--- src/hw/rtl/ir_pulse_distance_decoder_defines.svh ---
// Assertion macros shared by the infrared decoder RTL.
// Every macro assumes a clock named clock and a synchronous reset named reset.
`ifndef IR_PULSE_DISTANCE_DECODER_DEFINES_SVH
`define IR_PULSE_DISTANCE_DECODER_DEFINES_SVH

// The consequent must hold in the same cycle as the antecedent.
`define IPD_ASSERT_SAME(label, ante, cons) \
   label: assert property (@(posedge clock) disable iff (reset) (ante) |-> (cons)) \
      else $error("ipd assertion failed");

// The consequent must hold in the cycle after the antecedent.
`define IPD_ASSERT_NEXT(label, ante, cons) \
   label: assert property (@(posedge clock) disable iff (reset) (ante) |=> (cons)) \
      else $error("ipd assertion failed");

`endif

--- src/hw/rtl/ipd_pkg.sv ---
// Shared types, codes and reset constants of the infrared pulse-distance decoder.
// Used by every module of the block; depends on nothing.
`default_nettype none

package ipd_pkg;

   localparam int FRAME_BITS_DEFAULT   = 32;
   localparam int REPEAT_LIMIT_DEFAULT = 250;
   localparam int QUEUE_DEPTH          = 2;

   localparam int CSR_COUNT   = 8;
   localparam int CSR_INDEX_W = 3;
   localparam int TICK_W      = 16;
   localparam int CODE_W      = 32;
   localparam int TALLY_W     = 8;

   typedef enum logic [CSR_INDEX_W-1:0] {
      CSR_LEADER_MIN = 3'd0,
      CSR_LEADER_MAX = 3'd1,
      CSR_ZERO_MIN   = 3'd2,
      CSR_ZERO_MAX   = 3'd3,
      CSR_ONE_MIN    = 3'd4,
      CSR_ONE_MAX    = 3'd5,
      CSR_REPEAT_MIN = 3'd6,
      CSR_REPEAT_MAX = 3'd7
   } csr_index_type;

   localparam logic [TICK_W-1:0] CSR_RESET [CSR_COUNT] = '{
      16'd11612, 16'd13456, 16'd921, 16'd1198,
      16'd1843, 16'd2396, 16'd9216, 16'd14746
   };

   typedef enum logic [1:0] {
      PH_IDLE   = 2'd0,
      PH_LEADER = 2'd1,
      PH_BITS   = 2'd2,
      PH_REPEAT = 2'd3
   } phase_type;

   typedef enum logic [1:0] {
      ST_BUSY   = 2'd0,
      ST_FRAME  = 2'd1,
      ST_REPEAT = 2'd2,
      ST_ERROR  = 2'd3
   } status_type;

   // Window matches of one edge interval, worked out when the edge is taken.
   typedef struct packed {
      logic in_leader;
      logic in_zero;
      logic in_one;
      logic in_repeat;
   } class_type;

   typedef struct packed {
      status_type          status;
      logic [CODE_W-1:0]   code;
      logic [TALLY_W-1:0]  repeats;
   } rsp_type;

endpackage

`default_nettype wire

--- src/hw/rtl/ipd_fifo.sv ---
// Small first-in first-out queue of registers with full and empty flags.
// Depends on ipd_pkg for its default depth and on the assertion macro header.
`default_nettype none
`include "ir_pulse_distance_decoder_defines.svh"

module ipd_fifo import ipd_pkg::*; #(
   parameter int WIDTH = 1,
   parameter int DEPTH = QUEUE_DEPTH
) (
   input  wire logic             clock,
   input  wire logic             reset,
   input  wire logic             push,
   input  wire logic [WIDTH-1:0] push_data,
   output logic                  full,
   input  wire logic             pop,
   output logic      [WIDTH-1:0] pop_data,
   output logic                  empty
);

   localparam int PTR_W = (DEPTH > 1) ? $clog2(DEPTH) : 1;
   localparam int CNT_W = $clog2(DEPTH + 1);

   logic [WIDTH-1:0] entry_ff [DEPTH];
   logic [PTR_W-1:0] wr_ptr_ff, wr_ptr_in;
   logic [PTR_W-1:0] rd_ptr_ff, rd_ptr_in;
   logic [CNT_W-1:0] count_ff, count_in;
   logic             do_push, do_pop;

   assign full    = (count_ff == CNT_W'(DEPTH));
   assign empty   = (count_ff == '0);
   assign do_push = push & ~full;
   assign do_pop  = pop & ~empty;

   // Pointers wrap naturally since the depth is a power of two.
   assign wr_ptr_in = do_push ? wr_ptr_ff + 1'b1 : wr_ptr_ff;
   assign rd_ptr_in = do_pop ? rd_ptr_ff + 1'b1 : rd_ptr_ff;
   assign count_in  = count_ff + CNT_W'(do_push) - CNT_W'(do_pop);

   always_ff @(posedge clock) begin
      if (reset) begin
         wr_ptr_ff <= '0;
         rd_ptr_ff <= '0;
         count_ff  <= '0;
      end else begin
         wr_ptr_ff <= wr_ptr_in;
         rd_ptr_ff <= rd_ptr_in;
         count_ff  <= count_in;
      end
   end

   always_ff @(posedge clock) begin
      if (do_push) begin
         entry_ff[wr_ptr_ff] <= push_data;
      end
   end

   assign pop_data = entry_ff[rd_ptr_ff];

   `IPD_ASSERT_SAME(a_count_bound, 1'b1, count_ff <= CNT_W'(DEPTH))
   `IPD_ASSERT_SAME(a_ptr_gap, !full, PTR_W'(wr_ptr_ff - rd_ptr_ff) == PTR_W'(count_ff))
   `IPD_ASSERT_NEXT(a_push_pop_level, do_push && do_pop, $stable(count_ff))

endmodule

`default_nettype wire

--- src/hw/rtl/ipd_front.sv ---
// Front end: holds the window registers and classes each accepted edge interval.
// Depends on ipd_pkg for the register indexes, reset values and the class record.
`default_nettype none

module ipd_front import ipd_pkg::*; (
   input  wire logic                   clock,
   input  wire logic                   reset,
   input  wire logic                   push,
   input  wire logic [TICK_W-1:0]      interval,
   output logic                        full,
   input  wire logic                   csr_we,
   input  wire logic [CSR_INDEX_W-1:0] csr_index,
   input  wire logic [TICK_W-1:0]      csr_wdata,
   output logic                        cls_push,
   output class_type                   cls_item,
   input  wire logic                   cls_full
);

   logic [TICK_W-1:0] window_ff [CSR_COUNT];

   function automatic logic in_window(
      input logic [TICK_W-1:0] v,
      input logic [TICK_W-1:0] lo,
      input logic [TICK_W-1:0] hi
   );
      return (v >= lo) && (v <= hi);
   endfunction

   always_ff @(posedge clock) begin
      if (reset) begin
         window_ff <= CSR_RESET;
      end else if (csr_we) begin
         window_ff[csr_index] <= csr_wdata;
      end
   end

   // The windows do not depend on the decoder phase, so every edge is classed
   // here and the phase logic downstream only picks the match it needs.
   always_comb begin
      cls_item.in_leader = in_window(interval, window_ff[CSR_LEADER_MIN],
                                     window_ff[CSR_LEADER_MAX]);
      cls_item.in_zero   = in_window(interval, window_ff[CSR_ZERO_MIN],
                                     window_ff[CSR_ZERO_MAX]);
      cls_item.in_one    = in_window(interval, window_ff[CSR_ONE_MIN],
                                     window_ff[CSR_ONE_MAX]);
      cls_item.in_repeat = in_window(interval, window_ff[CSR_REPEAT_MIN],
                                     window_ff[CSR_REPEAT_MAX]);
   end

   assign full     = cls_full;
   assign cls_push = push & ~cls_full;

endmodule

`default_nettype wire

--- src/hw/rtl/ipd_back.sv ---
// Back end: the frame state machine that turns classed edges into results.
// Depends on ipd_pkg for the phase, status and record types, and on the macro header.
`default_nettype none
`include "ir_pulse_distance_decoder_defines.svh"

module ipd_back import ipd_pkg::*; #(
   parameter int FRAME_BITS   = FRAME_BITS_DEFAULT,
   parameter int REPEAT_LIMIT = REPEAT_LIMIT_DEFAULT
) (
   input  wire logic      clock,
   input  wire logic      reset,
   input  wire logic      cls_empty,
   input  wire class_type cls_item,
   output logic           cls_pop,
   input  wire logic      rsp_full,
   output logic           rsp_push,
   output rsp_type        rsp_item
);

   localparam int BITS_W = $clog2(FRAME_BITS + 1);
   localparam logic [BITS_W-1:0]  LAST_BIT = BITS_W'(FRAME_BITS - 1);
   localparam logic [CODE_W-1:0]  FRAME_MASK = CODE_W'((64'd1 << FRAME_BITS) - 64'd1);
   localparam logic [TALLY_W-1:0] TALLY_LIMIT = TALLY_W'(REPEAT_LIMIT);

   phase_type          phase_ff, phase_in;
   logic [CODE_W-1:0]  code_ff, code_in;
   logic [BITS_W-1:0]  bits_ff, bits_in;
   logic [TALLY_W-1:0] tally_ff, tally_in;
   status_type         status;
   logic               step;

   assign step     = ~cls_empty & ~rsp_full;
   assign cls_pop  = step;
   assign rsp_push = step;

   always_ff @(posedge clock) begin
      if (reset) begin
         phase_ff <= PH_IDLE;
         code_ff  <= '0;
         bits_ff  <= '0;
         tally_ff <= '0;
      end else begin
         phase_ff <= phase_in;
         code_ff  <= code_in;
         bits_ff  <= bits_in;
         tally_ff <= tally_in;
      end
   end

   always_comb begin
      phase_in = phase_ff;
      code_in  = code_ff;
      bits_in  = bits_ff;
      tally_in = tally_ff;
      status   = ST_BUSY;
      if (step) begin
         unique case (phase_ff)
            PH_IDLE: begin
               phase_in = PH_LEADER;
            end
            PH_LEADER: begin
               code_in = '0;
               bits_in = '0;
               if (cls_item.in_leader) begin
                  phase_in = PH_BITS;
               end else begin
                  phase_in = PH_IDLE;
                  status   = ST_ERROR;
               end
            end
            PH_BITS: begin
               if (cls_item.in_zero || cls_item.in_one) begin
                  // The zero window wins when both windows match.
                  code_in = {code_ff[CODE_W-2:0], ~cls_item.in_zero} & FRAME_MASK;
                  if (bits_ff == LAST_BIT) begin
                     status   = ST_FRAME;
                     phase_in = PH_REPEAT;
                     bits_in  = '0;
                     tally_in = '0;
                  end else begin
                     bits_in = bits_ff + 1'b1;
                  end
               end else begin
                  phase_in = PH_IDLE;
                  code_in  = '0;
                  bits_in  = '0;
                  status   = ST_ERROR;
               end
            end
            PH_REPEAT: begin
               if (cls_item.in_repeat) begin
                  if (tally_ff < TALLY_LIMIT) begin
                     tally_in = tally_ff + 1'b1;
                  end
                  status = ST_REPEAT;
               end else begin
                  phase_in = PH_LEADER;
               end
            end
         endcase
      end
      rsp_item = '{status: status, code: code_in, repeats: tally_in};
   end

   `IPD_ASSERT_NEXT(a_frame_enters_repeat, rsp_push && rsp_item.status == ST_FRAME,
                    phase_ff == PH_REPEAT && tally_ff == '0)
   `IPD_ASSERT_SAME(a_bits_cleared, phase_ff != PH_BITS, bits_ff == '0)
   `IPD_ASSERT_SAME(a_state_bounded, 1'b1,
                    tally_ff <= TALLY_LIMIT && (code_ff & ~FRAME_MASK) == '0)

endmodule

`default_nettype wire

--- src/hw/rtl/ir_pulse_distance_decoder.sv ---
// Throughput: one edge per cycle while full is low; the front classes edges against
// the window registers, a two-beat queue feeds the frame state machine, and a
// two-beat result queue lets either side stall alone. Full is the full flag of the
// edge queue, which fills when the result queue backs up.
// Reset (synchronous) empties both queues, returns to idle, clears the frame
// and repeat count, and loads the default window registers.
`default_nettype none

module ir_pulse_distance_decoder import ipd_pkg::*; #(
   parameter int FRAME_BITS   = FRAME_BITS_DEFAULT,
   parameter int REPEAT_LIMIT = REPEAT_LIMIT_DEFAULT
) (
   input  wire logic                   clock,
   input  wire logic                   reset,
   input  wire logic                   push,
   output logic                        full,
   input  wire logic [TICK_W-1:0]      req_interval,
   output logic                        empty,
   input  wire logic                   pop,
   output logic [1:0]                  rsp_status,
   output logic [CODE_W-1:0]           rsp_code,
   output logic [TALLY_W-1:0]          rsp_repeats,
   input  wire logic                   csr_we,
   input  wire logic [CSR_INDEX_W-1:0] csr_index,
   input  wire logic [TICK_W-1:0]      csr_wdata
);

   class_type                   front_item, back_item;
   logic [$bits(class_type)-1:0] cls_head;
   logic                        cls_push, cls_full, cls_empty, cls_pop;
   rsp_type                     back_rsp, head_rsp;
   logic [$bits(rsp_type)-1:0]  rsp_head;
   logic                        rsp_push, rsp_full;

   ipd_front u_front (
      .clock     (clock),
      .reset     (reset),
      .push      (push),
      .interval  (req_interval),
      .full      (full),
      .csr_we    (csr_we),
      .csr_index (csr_index),
      .csr_wdata (csr_wdata),
      .cls_push  (cls_push),
      .cls_item  (front_item),
      .cls_full  (cls_full)
   );

   ipd_fifo #(
      .WIDTH ($bits(class_type)),
      .DEPTH (QUEUE_DEPTH)
   ) u_cls_fifo (
      .clock     (clock),
      .reset     (reset),
      .push      (cls_push),
      .push_data (front_item),
      .full      (cls_full),
      .pop       (cls_pop),
      .pop_data  (cls_head),
      .empty     (cls_empty)
   );

   assign back_item = class_type'(cls_head);

   ipd_back #(
      .FRAME_BITS   (FRAME_BITS),
      .REPEAT_LIMIT (REPEAT_LIMIT)
   ) u_back (
      .clock     (clock),
      .reset     (reset),
      .cls_empty (cls_empty),
      .cls_item  (back_item),
      .cls_pop   (cls_pop),
      .rsp_full  (rsp_full),
      .rsp_push  (rsp_push),
      .rsp_item  (back_rsp)
   );

   ipd_fifo #(
      .WIDTH ($bits(rsp_type)),
      .DEPTH (QUEUE_DEPTH)
   ) u_rsp_fifo (
      .clock     (clock),
      .reset     (reset),
      .push      (rsp_push),
      .push_data (back_rsp),
      .full      (rsp_full),
      .pop       (pop),
      .pop_data  (rsp_head),
      .empty     (empty)
   );

   assign head_rsp    = rsp_type'(rsp_head);
   assign rsp_status  = head_rsp.status;
   assign rsp_code    = head_rsp.code;
   assign rsp_repeats = head_rsp.repeats;

endmodule

`default_nettype wire

--- config.mk ---
export PLATFORM = sky130hd
export DESIGN_NAME = ir_pulse_distance_decoder
export DESIGN_NICKNAME = d
export VERILOG_FILES = /design/src/hw/rtl/ipd_pkg.sv /design/src/hw/rtl/ipd_fifo.sv /design/src/hw/rtl/ipd_front.sv /design/src/hw/rtl/ipd_back.sv /design/src/hw/rtl/ir_pulse_distance_decoder.sv
export VERILOG_INCLUDE_DIRS = /design/src /design/src/hw/rtl
export SDC_FILE = /design/constraint.sdc
export NUM_CORES = 1
export LEC_CHECK = 0
export BUFFER_PORTS_ARGS = -buffer_cell sky130_fd_sc_hd__buf_2
export CAP_MARGIN = 40
export CORE_ASPECT_RATIO = 1.75
export CORE_UTILIZATION = 50
export DETAILED_ROUTE_END_ITERATION = 6
export HOLD_SLACK_MARGIN = 0.15
export PLACE_DENSITY = 0.68
export SLEW_MARGIN = 0
export SYNTH_ARGS = -nofsm -noshare
export SYNTH_HDL_FRONTEND = slang
export SYNTH_HIERARCHICAL = 1
export SYNTH_SLANG_ARGS = --single-unit
--- constraint.sdc ---
create_clock -name clock -period 4.78 [get_ports clock]
set_input_delay 0.717 -clock clock [delete_from_list [all_inputs] [get_ports clock]]
set_output_delay 0.717 -clock clock [all_outputs]
set_load 0.02 [all_outputs]
==> impl_metrics.env <==
export IMPL_status="finished, final reports clean"
export IMPL_dp_hpwl_microns=25300
export IMPL_routed_wl_microns=35700
export IMPL_die_h_microns=222
export IMPL_post_synth_top_count_cell="nand2_1"
export IMPL_ys_flop_type="dfxtp_1"
export IMPL_grtUsageTotal_pct=25.5
export IMPL_hp_class="flop to flop"
export IMPL_cts_tree="built"
export IMPL_max_vdd_ir_drop_uv=326
export IMPL_syn2layout_area_growth_pct=11.4
export IMPL_place_ws_ns=2.03
export IMPL_vias=10600
export IMPL_post_route_period_util_pct=54.4
export IMPL_synth_area_per_cell_sq_um=9.65
export IMPL_core_sq_mm=0.0272
export IMPL_htreeDepth=1
export IMPL_io_pins=84
export IMPL_post_route_min_period_ns=2.60
export IMPL_tns_ns=0
export IMPL_path_class="flop to primary output"
export IMPL_whs_ns=0.455
export IMPL_synthTopCellsByCount="228 x nand2_1, 186 x dfxtp_1, 138 x ha_1, 136 x inv_1, 132 x a21oi_1"
export IMPL_slowest_delay_ns=0.53
export IMPL_rsz0062_at_grt="false"
export IMPL_antenna_found_initial=1
export IMPL_ys_warn_count=6
export IMPL_drc=0
export IMPL_critPathLaunchType="flop"
export IMPL_cp_max_fo=31
export IMPL_finalWorstSetupSlack_ns=2.18
export IMPL_cts_buffers=26
export IMPL_tightest_slew_ns=0.855
export IMPL_num_fill_cells=2414
export IMPL_grt_pass1_vias=10500
export IMPL_num_rows=80
export IMPL_via_per_inst=5.63
export IMPL_die_area_sq_mm=0.0283
export IMPL_async_reset_ff_share_pct=0
export IMPL_path_cells="buf_12, mux2_2, buf_2"
export IMPL_wl_per_cell_microns=19.1
export IMPL_synth_edf_count=92
export IMPL_synth_top_cell_by_area="dfxtp_1"
export IMPL_gp_congestion=0.918
export IMPL_holdCritStartpoint="u_front/window_ff[77]"
export IMPL_slew_viol_final=0
export IMPL_post_cts_buffers=0
export IMPL_cp_num_buf_inv=2
export IMPL_clkSlewWorstSetupHoldPaths_ns=0.06
export IMPL_synthCells=1431
export IMPL_regArea_sq_mm=0.00649
export IMPL_finClkSkew_ns=0.0109
export IMPL_nets=1663
export IMPL_cpLargestDelayFamily="flip-flops"
export IMPL_cts_sinks=278
export IMPL_portBuffers=83
export IMPL_ant_nets=0
export IMPL_synth_top_area_share_pct=27.0
export IMPL_ys_seq_area_share_pct=47.0
export IMPL_setup_violations=0
export IMPL_fmax_mhz=385
export IMPL_leakage_nw=6.26
export IMPL_synthTopCellsByArea="dfxtp_1 27%, edfxtp_1 20%, ha_1 13%"
export IMPL_start_util_pct=50.7
export IMPL_cap_violations=0
export IMPL_cp_required_ns=4.06
export IMPL_synth_net_count=1609
export IMPL_clk_latency_ns=0.54
export IMPL_cts_root_buf="clkbuf_16"
export IMPL_regToRegSetupSlack_ns=2.23
export IMPL_multi_input_area_sq_mm=0.00637
export IMPL_endpoint_kind="primary output"
export IMPL_ys_ff_latch=278
export IMPL_syn_area_sq_mm=0.0138
export IMPL_drt_pass1_iter_count=7
export IMPL_final_hold_violation_count=0
export IMPL_ctsHoldBuffers=0
export IMPL_power_density_mw_per_mm2=433
export IMPL_grt_ovfl_total=0
export IMPL_final_layout_size_suffix_gt1_share_pct=13.8
export IMPL_grt_start_max_net_pins=111
export IMPL_netlist_cell_type_count=65
export IMPL_finish_utilization_pct=56.5
export IMPL_clk_path_buf_depth=3
export IMPL_finalPower_w=0.00666
export IMPL_slew_limit_headroom_pct=43.0
export IMPL_rr_startpoint="u_rsp_fifo/count_ff[0]"
export IMPL_grt_pass1_wl_microns=55000
export IMPL_die_x_microns=128
export IMPL_post_cts_resized=0
export IMPL_worstPathArrival_ns=1.88
export IMPL_slowest_stage="dfxtp_2"
export IMPL_drt_initial_drc_count=677
placed cells by master, fill, tap and decap left out, drive strengths merged, types with 6 or more instances in the layout:
cell type / Yosys / final
nand3: 24 / 24
edfxtp: 92 / 92
nor2: 75 / 75
a211oi: 8 / 8
a21oi: 132 / 132
inv: 139 / 140
ha: 138 / 138
a211o: 36 / 36
nand3b: 13 / 13
a21o: 6 / 6
clkbuf: 23 / 32
mux2: 47 / 47
a22o: 31 / 31
clkinv: 0 / 8
nor3: 9 / 9
o21ai: 27 / 27
dfxtp: 186 / 186
nor2b: 47 / 47
nand2: 229 / 229
nand4: 28 / 28
o211ai: 8 / 8
buf: 52 / 101
a31oi: 6 / 6
kinds of logic (layout without fill, tap and decap cells):
group | count (synthesis) | after routing | synth area share [%]
xor+xnor | 7 | 7 | 0.444
other cells | 0 | 1 | 0
compound gates | 289 | 289 | 13.7
buf+inv | 214 | 288 | 6.97
fa+ha+maj | 138 | 138 | 12.5
mux | 47 | 47 | 3.83
simple gates | 458 | 458 | 15.6
flops | 278 | 278 | 47.0
metal layers:
metal | vias up | wire [microns] | track usage, %
met3 | 128 | 1500 | 3.04
met2 | 310 | 18700 | 48.0
met1 | 5037 | 12800 | 25.1
met5 | - | 0 | 0
li1 | 5085 | - | -
met4 | 0 | 2790 | 18.7
registers in the layout (all words and copies together), names as in the netlist, 2 cells and up, named ones only:
name                 count
u_cls_fifo/count_ff      2
u_back/phase_ff          2
u_back/bits_ff           6
u_cls_fifo/entry_ff      8
u_rsp_fifo/entry_ff     84
u_back/tally_ff          8
u_back/code_ff          32
u_rsp_fifo/count_ff      2
u_front/window_ff      128
worst paths after layout:
kind                                to  cells after the start
min reg2reg      u_front/window_ff[77]                      2
min              u_front/window_ff[77]                      2
max reg2reg  u_rsp_fifo/entry_ff[0][3]                      8
max                     rsp_repeats[6]                      3
tightest hold or removal path, stage by stage (launching register included):
cell and delay (ns):
dfxtp_1 0.31, nand2_1 0.05, a21oi_1 0.05
where the power goes:
part	switching, W	leakage, nW	internal, W
logic	0.00101	3.45	0.000566
registers	0.000100	2.37	0.00277
clock network	0.000909	0.441	0.00131
area by class of cell:
class	instances	share of cell area, %
inverter	139	3.41
multi-input combinational	939	41.4
sequential	278	42.2
antenna	1	0.0163
timing repair buffer	101	4.15
clock buffer	32	4.51
tap	369	3.00
clock inverter	16	1.40
metrics by stage:
stage	area [sq um]	instances
5_1_grt	15400	1875
4_1_cts	15400	1874
2_1_floorplan	13800	1431
3_3_place_gp	14300	1816
6_report	15400	1875
3_5_place_dp	14500	1826
Power figures use the tool's default switching activity.
